`config.mk`:
```
export PLATFORM = sky130hd
export DESIGN_NAME = gdfs_adj_store
export DESIGN_NICKNAME = d
export VERILOG_FILES = /design/src/rtl/core/graph_dfs_traversal_macros.svh /design/src/rtl/core/gdfs_pkg.sv /design/src/rtl/core/gdfs_adj_store.sv
export SDC_FILE = /design/constraint.sdc
export NUM_CORES = 2
export LEC_CHECK = 0
export BUFFER_PORTS_ARGS = -buffer_cell sky130_fd_sc_hd__buf_2
export CORE_MARGIN = 2
export CORE_UTILIZATION = 30
export CTS_BUF_LIST = sky130_fd_sc_hd__clkbuf_2 sky130_fd_sc_hd__clkbuf_4 sky130_fd_sc_hd__clkbuf_8
export DETAILED_ROUTE_END_ITERATION = 7
export PLACE_DENSITY = 0.55
export SETUP_SLACK_MARGIN = 0.05
export SLEW_MARGIN = 10
export SYNTH_ARGS = -nofsm -noshare
export SYNTH_HDL_FRONTEND = slang
export SYNTH_MEMORY_MAX_BITS = 65536
export SYNTH_SLANG_ARGS = --single-unit
```
`constraint.sdc`:
```
create_clock -name clock -period 2.8 [get_ports clock]
set_input_delay 0.14 -clock clock [delete_from_list [all_inputs] [get_ports clock]]
set_output_delay 0.14 -clock clock [all_outputs]
set_load 0.02 [all_outputs]
```
`src/rtl/core/graph_dfs_traversal_macros.svh`:
```
// ----------------------------------------------------------------------------
// Graph DFS traversal assertion macros
// Clocked on clock, disabled while reset is high.
// ----------------------------------------------------------------------------
`ifndef GRAPH_DFS_TRAVERSAL_MACROS_SVH
`define GRAPH_DFS_TRAVERSAL_MACROS_SVH

// Invariant checked at every edge
`define GDFS_ASSERT_ALWAYS(label, expr, msg) \
   label: assert property (@(posedge clock) disable iff (reset) (expr)) else $error(msg);

// Same-cycle implication
`define GDFS_ASSERT_IMP(label, ante, cons, msg) \
   label: assert property (@(posedge clock) disable iff (reset) (ante) |-> (cons)) \
      else $error(msg);

// Next-cycle implication
`define GDFS_ASSERT_NXT(label, ante, cons, msg) \
   label: assert property (@(posedge clock) disable iff (reset) (ante) |=> (cons)) \
      else $error(msg);

`endif

```
`src/rtl/core/gdfs_pkg.sv`:
```
// ----------------------------------------------------------------------------
// gdfs_pkg
// Widths, codes and memory command types for the DFS traversal block.
// ----------------------------------------------------------------------------
package gdfs_pkg;

   localparam int VERT_W       = 6;
   localparam int VERT_SLOTS   = 64;
   localparam int MAX_VERTICES = 63;
   localparam int MAX_VISITS   = 63;
   localparam int ENTRY_SLOTS  = 256;
   localparam int ADDR_W       = $clog2(ENTRY_SLOTS);
   localparam int POS_W        = $clog2(ENTRY_SLOTS + 1);
   localparam int DEPTH_W      = $clog2(VERT_SLOTS);
   localparam int NODE_RESET   = 63;

   localparam logic [1:0] KIND_ADD_EDGE = 2'd0;
   localparam logic [1:0] KIND_TRAVERSE = 2'd1;
   localparam logic [1:0] KIND_CLEAR    = 2'd2;

   localparam logic [2:0] STATUS_VISIT      = 3'd0;
   localparam logic [2:0] STATUS_STORED     = 3'd1;
   localparam logic [2:0] STATUS_FULL       = 3'd2;
   localparam logic [2:0] STATUS_RANGE      = 3'd3;
   localparam logic [2:0] STATUS_CLEARED    = 3'd4;

   localparam logic [POS_W-1:0] NULL_POS = POS_W'(ENTRY_SLOTS);

   typedef struct packed {
      logic              clear;
      logic              head_rd_en;
      logic [VERT_W-1:0] head_rd_addr;
      logic              head_wr_en;
      logic [VERT_W-1:0] head_wr_addr;
      logic [POS_W-1:0]  head_wr_data;
      logic              ent_rd_en;
      logic [ADDR_W-1:0] ent_rd_addr;
      logic              ent_wr_en;
      logic [ADDR_W-1:0] ent_wr_addr;
      logic [VERT_W-1:0] ent_wr_target;
      logic [POS_W-1:0]  ent_wr_next;
   } adj_cmd_type;

   typedef struct packed {
      logic [POS_W-1:0]  head_pos;
      logic [VERT_W-1:0] ent_target;
      logic [POS_W-1:0]  ent_next;
   } adj_rsp_type;

endpackage

```
`src/rtl/core/gdfs_adj_store.sv`:
```
// ----------------------------------------------------------------------------
// gdfs_adj_store
// Adjacency store: list head memory with per-vertex valid bits, and the
// entry memory (target, next). Reads are registered.
// ----------------------------------------------------------------------------
module gdfs_adj_store (
   input  logic                 clock,
   input  logic                 reset,
   input  gdfs_pkg::adj_cmd_type cmd,
   output gdfs_pkg::adj_rsp_type rsp
);
   import gdfs_pkg::*;

   logic [POS_W-1:0]          head_mem [VERT_SLOTS];
   logic [VERT_W+POS_W-1:0]   ent_mem  [ENTRY_SLOTS];
   logic [VERT_SLOTS-1:0]     head_vld_ff;
   logic                      head_vld_q_ff;
   logic [POS_W-1:0]          head_q_ff;
   logic [VERT_W+POS_W-1:0]   ent_q_ff;

   // a head that was never written since the last clear reads as null
   always_ff @(posedge clock) begin
      if (reset || cmd.clear) begin
         head_vld_ff <= '0;
      end else if (cmd.head_wr_en) begin
         head_vld_ff[cmd.head_wr_addr] <= 1'b1;
      end
   end

   always_ff @(posedge clock) begin
      if (cmd.head_wr_en) begin
         head_mem[cmd.head_wr_addr] <= cmd.head_wr_data;
      end
      if (cmd.head_rd_en) begin
         head_q_ff     <= head_mem[cmd.head_rd_addr];
         head_vld_q_ff <= head_vld_ff[cmd.head_rd_addr];
      end
   end

   always_ff @(posedge clock) begin
      if (cmd.ent_wr_en) begin
         ent_mem[cmd.ent_wr_addr] <= {cmd.ent_wr_target, cmd.ent_wr_next};
      end
      if (cmd.ent_rd_en) begin
         ent_q_ff <= ent_mem[cmd.ent_rd_addr];
      end
   end

   assign rsp.head_pos   = head_vld_q_ff ? head_q_ff : NULL_POS;
   assign rsp.ent_target = ent_q_ff[VERT_W+POS_W-1:POS_W];
   assign rsp.ent_next   = ent_q_ff[POS_W-1:0];

endmodule
```
==> load_flow_metrics.sql <==
INSERT INTO impl_metrics (metric_group, metric, value, unit) VALUES
('status', 'status', 'completed', ''),
('route', 'first_pass_iters', '5', ''),
('sta', 'timing_worst_slew_pin_value', '1.15', 'ns'),
('die', 'floorplan.die.width', '760', 'um'),
('cells_and_area', 'syn_to_final_growth', '20.0', '%'),
('clock_network', 'h-tree-depth', '6', ''),
('worst_hold_path', 'worst_hold_path_type', 'input pin to flop', ''),
('global_routing', 'wire_length_of_the_first_global_routing_pass', '684', 'mm'),
('synth', 'yosysUniqueCellTypes', '55', ''),
('global_routing', 'vias_in_the_first_global_route', '90900', ''),
('sta', 'slew_headroom', '0.230', ''),
('flow_run', 'maxCapViolations', '0', ''),
('synth', 'syn-cell-area', '172000', 'um^2'),
('critical_path', 'timing.rr.start', 'head_mem[3][7]', ''),
('sta', 'finClkSkew', '0.175', 'ns'),
('synth', 'syn-instance-count', '7745', ''),
('synth', 'synth_top_cells_by_area', 'sky130_fd_sc_hd__edfxtp_1 (78%), sky130_fd_sc_hd__mux4_2 (14%), sky130_fd_sc_hd__a22oi_1 (1.5%), sky130_fd_sc_hd__mux2i_1 (1.4%), sky130_fd_sc_hd__nor2_1 (0.76%)', ''),
('worst_hold_path', 'min_delay_worst_endpoint', 'head_mem[2][0]', ''),
('cells_and_area', 'finish.net_count', '9430', ''),
('route', 'antenna_left', '0', ''),
('critical_path', 'worst-path-max-fanout', '1', ''),
('pwr', 'p_leak', '0.0656', 'uW'),
('placed_design', 'detailed_place_hpwl', '302', 'mm'),
('synth', 'syn-mean-instance-area', '22.1', 'um^2'),
('sta', 'final_hold_vio_count', '0', ''),
('die', 'placeableCoreArea', '569000', 'um^2'),
('synth', 'synth_top_area_cell', 'sky130_fd_sc_hd__edfxtp_1', ''),
('critical_path', 'setup.worst_path.start_class', 'flop', ''),
('sta', 'timing.final.crit_share', '0.948', ''),
('critical_path', 'worstPathRequired', '3.70', 'ns'),
('sta', 'min_period', '2.65', 'ns'),
('critical_path', 'worst-setup-path-type', 'flop to flop', ''),
('clock_network', 'cts.repair_timing.setup_buffer_count', '0', ''),
('clock_network', 'clock_tree.root_cell', 'sky130_fd_sc_hd__clkbuf_8', ''),
('global_routing', 'number_of_antenna_violations_at_the_first_check_in_global_routing', '47', ''),
('synth', 'share_of_the_synthesized_area_in_the_top_cell_type', '0.777', ''),
('synth', 'synth_sequential_area_ratio', '0.785', ''),
('worst_hold_path', 'min_from', 'cmd[33]', ''),
('critical_path', 'cp_data_arrival_time', '3.56', 'ns'),
('sta', 'whs', '0.146', 'ns'),
('synth', 'asyncSetResetFlopFracSynth', '0', ''),
('critical_path', 'setup.reg_to_reg.worst_slack', '0.15', 'ns'),
('critical_path', 'timing.reg2reg.worst_path_depth', '4', ''),
('route', 'finalWirelength', '484', 'mm'),
('die', 'design.portCount', '83', ''),
('global_routing', 'grt_usage', '0.162', ''),
('route', 'detailedRoute.firstIterationViolations', '10900', ''),
('clock_network', 'clk_latency', '1.31', 'ns'),
('route', 'drcViolationCount', '0', ''),
('synth', 'syn-num-nets', '7804', ''),
('global_routing', 'pin_count_of_the_biggest_net_entering_global_routing', '97', ''),
('clock_network', 'clkSinkCount', '4505', ''),
('clock_network', 'clk_pin_slew_worst_paths', '0.06', 'ns'),
('synth', 'yosys_warnings', '0', ''),
('critical_path', 'critical_path.reg2reg.endpoint', 'head_q_ff[7]', ''),
('critical_path', 'crit_path_end_kind', 'flop', ''),
('synth', 'number_of_enable_flip_flop_cells_after_synthesis', '4441', ''),
('sta', 'setup_viol', '0', ''),
('route', 'dr_total_vias', '89000', ''),
('clock_network', 'clk_path_buf_depth', '4', ''),
('cells_and_area', 'final_layout_size_suffix_gt1_frac', '0.350', ''),
('clock_network', 'cts_tree', 'yes', ''),
('die', 'die-height', '760', 'um'),
('worst_hold_path', 'worstHoldPathCells', '3', ''),
('die', 'initial_utilization', '0.301', ''),
('sta', 'grt_setup_unrepaired', 'false', ''),
('placed_design', 'buffer_ports.inserted', '82', ''),
('pwr', 'worst_ir_drop_on_vdd', '0.446', 'mV'),
('sta', 'final-max-slew-violation-count', '0', ''),
('global_routing', 'globalRoute.totalOverflow', '0', ''),
('synth', 'flop_and_latch_count_out_of_synthesis', '4505', ''),
('synth', 'ys.flop_type', 'sky130_fd_sc_hd__edfxtp_1', ''),
('sta', 'maxClockFrequency', '377', 'MHz'),
('clock_network', 'cts_made_buffers', '710', ''),
('pwr', 'pwr_density_cell', '670', 'nW/um^2'),
('route', 'routedWlPerCell', '27.7', 'um'),
('pwr', 'post-layout-total-power', '138000', 'uW'),
('route', 'post_drt_via_cell_ratio', '5.08', ''),
('placed_design', 'globalplace.congestion', '0.838', ''),
('die', 'rows', '277', ''),
('die', 'die_area', '578000', 'um^2');
## synthesized netlist by cell type, drive strengths merged (63+ instances only)
cell	number
dfxtp	64
nor2	350
mux2i	247
o21a	64
buf	224
mux4	1029
a22oi	334
o221ai	74
edfxtp	4441
clkbuf	238
a21oi	223
nand2	63
## kinds of logic (layout without fill, tap and decap cells)
family                 count (synthesis)  count (layout)  synth area share
other                                  0              26                 0
buffers and inverters                464            2665            0.0130
AO/OA/AOI/OAI                        871             871            0.0355
flip-flops                          4505            4505             0.785
AND/OR/NAND/NOR                      616             616            0.0161
multiplexers                        1289            1289             0.150
## how the worst max path moves through the flow
stage                   start           end  slack (ns)  depth (start not counted)
3_5_place_dp          cmd[24]   ent_q_ff[1]       -1.09                         10
2_1_floorplan         cmd[49]  head_q_ff[0]        0.33                          5
3_3_place_gp          cmd[24]   ent_q_ff[1]       -1.12                         10
5_1_grt        ent_mem[39][5]   ent_q_ff[5]        0.06                          7
6_report       head_mem[3][7]  head_q_ff[7]        0.15                          4
4_1_cts        ent_mem[38][5]   ent_q_ff[5]        0.06                          7
## power by group
| part | switching (uW) | total (uW) | leakage [uW] | internal, uW |
|---|---|---|---|---|
| logic | 4980 | 8200 | 0.0178 | 3220 |
| clock network | 26600 | 55300 | 0.00738 | 28700 |
| registers | 145 | 74400 | 0.0405 | 74300 |
| total | 31700 | 138000 | 0.0656 | 106000 |
## sequential cells by signal, summed over array words and instances, names as in the netlist
register / flops
head_vld_q_ff: 1
head_mem: 576
head_vld_ff: 64
head_q_ff: 9
ent_mem: 3840
ent_q_ff: 15
## layout make-up
type / instances / area [um^2]
diodes: 26 / 65.1
clock buffers: 955 / 11700
clock inverters: 332 / 2210
fillers: 52200 / 364000
inverters: 2 / 7.51
multi-input cells: 2776 / 34900
flip-flops and latches: 4505 / 135000
well taps: 7533 / 9430
repair buffers: 1376 / 12800
## repair_timing
item / in CTS / in global routing
cloned: 0 / 0
setup endpoints to repair: 7 / 6
gates resized for setup: 12 / 5
pin swaps: 0 / 0
endpoints found under the hold margin: 8697 / 0
hold buffers: 115 / 0
## critical path, cell delays in order, from the launching register on
cell                            delay (ns)
sky130_fd_sc_hd__edfxtp_1             0.36
sky130_fd_sc_hd__mux4_2               0.52
sky130_fd_sc_hd__mux4_2               0.47
sky130_fd_sc_hd__dlygate4sd3_1        0.57
sky130_fd_sc_hd__mux4_2               0.47
## through the flow
| step | setup TNS [ns] | util | area (um^2) | cells | worst slack, ns |
|---|---|---|---|---|---|
| detailed placement | -10.46 | 0.334 | 190000 | 16100 | -1.09 |
| global placement | -11.01 | 0.334 | 190000 | 16100 | -1.12 |
| finish | 0 | 0.361 | 206000 | 17500 | 0.145 |
| CTS | 0 | 0.361 | 206000 | 17500 | 0.0554 |
| global route | 0 | 0.361 | 206000 | 17500 | 0.0631 |
| floorplan | 0 | - | 172000 | 7745 | 0.329 |
## cells in the final DEF, fill, tap and decap left out, types with 8 or more instances in the layout
| cell type | synthesis | final |
|---|---|---|
| sky130_fd_sc_hd__o32ai_1 | 12 | 12 |
| sky130_fd_sc_hd__dlygate4sd3_1 | 0 | 100 |
| sky130_fd_sc_hd__nor2b_1 | 19 | 15 |
| sky130_fd_sc_hd__clkbuf_4 | 0 | 227 |
| sky130_fd_sc_hd__buf_12 | 0 | 167 |
| sky130_fd_sc_hd__o21a_1 | 64 | 64 |
| sky130_fd_sc_hd__nor3_1 | 45 | 39 |
| sky130_fd_sc_hd__and2_1 | 11 | 9 |
| sky130_fd_sc_hd__o22ai_1 | 52 | 52 |
| sky130_fd_sc_hd__a41oi_1 | 12 | 12 |
| sky130_fd_sc_hd__a31oi_1 | 14 | 14 |
| sky130_fd_sc_hd__inv_12 | 0 | 11 |
| sky130_fd_sc_hd__mux4_2 | 1029 | 1029 |
| sky130_fd_sc_hd__a21oi_1 | 223 | 223 |
| sky130_fd_sc_hd__mux2_2 | 13 | 13 |
| sky130_fd_sc_hd__inv_8 | 0 | 13 |
| sky130_fd_sc_hd__clkinv_2 | 0 | 88 |
| sky130_fd_sc_hd__clkbuf_8 | 0 | 728 |
| sky130_fd_sc_hd__o221ai_1 | 74 | 74 |
| sky130_fd_sc_hd__a221oi_1 | 27 | 27 |
| sky130_fd_sc_hd__nand3_1 | 26 | 22 |
| sky130_fd_sc_hd__nor2_1 | 349 | 343 |
| sky130_fd_sc_hd__a22oi_1 | 334 | 334 |
| sky130_fd_sc_hd__nor4_2 | 0 | 8 |
| sky130_fd_sc_hd__nand2b_1 | 18 | 17 |
| sky130_fd_sc_hd__bufinv_16 | 0 | 13 |
| sky130_fd_sc_hd__a211oi_1 | 8 | 8 |
| sky130_fd_sc_hd__edfxtp_1 | 4441 | 4441 |
| sky130_fd_sc_hd__nor4_1 | 52 | 39 |
| sky130_fd_sc_hd__mux2i_1 | 247 | 247 |
| sky130_fd_sc_hd__clkinv_1 | 0 | 173 |
| sky130_fd_sc_hd__nand2_1 | 63 | 57 |
| sky130_fd_sc_hd__clkinvlp_4 | 0 | 14 |
| sky130_fd_sc_hd__a22o_1 | 34 | 34 |
| sky130_fd_sc_hd__dfxtp_1 | 64 | 64 |
| sky130_fd_sc_hd__buf_4 | 56 | 1021 |
| sky130_fd_sc_hd__diode_2 | 0 | 26 |
| sky130_fd_sc_hd__buf_8 | 0 | 17 |
| sky130_fd_sc_hd__buf_2 | 107 | 62 |
| sky130_fd_sc_hd__buf_16 | 0 | 8 |
## routing by layer
metal,track usage,share of wire
met5,0,0.00017
met4,0.0481,0.029
met3,0.0322,0.082
met2,0.260,0.47
met1,0.225,0.42
No activity file was read; power rests on OpenSTA's default activity.
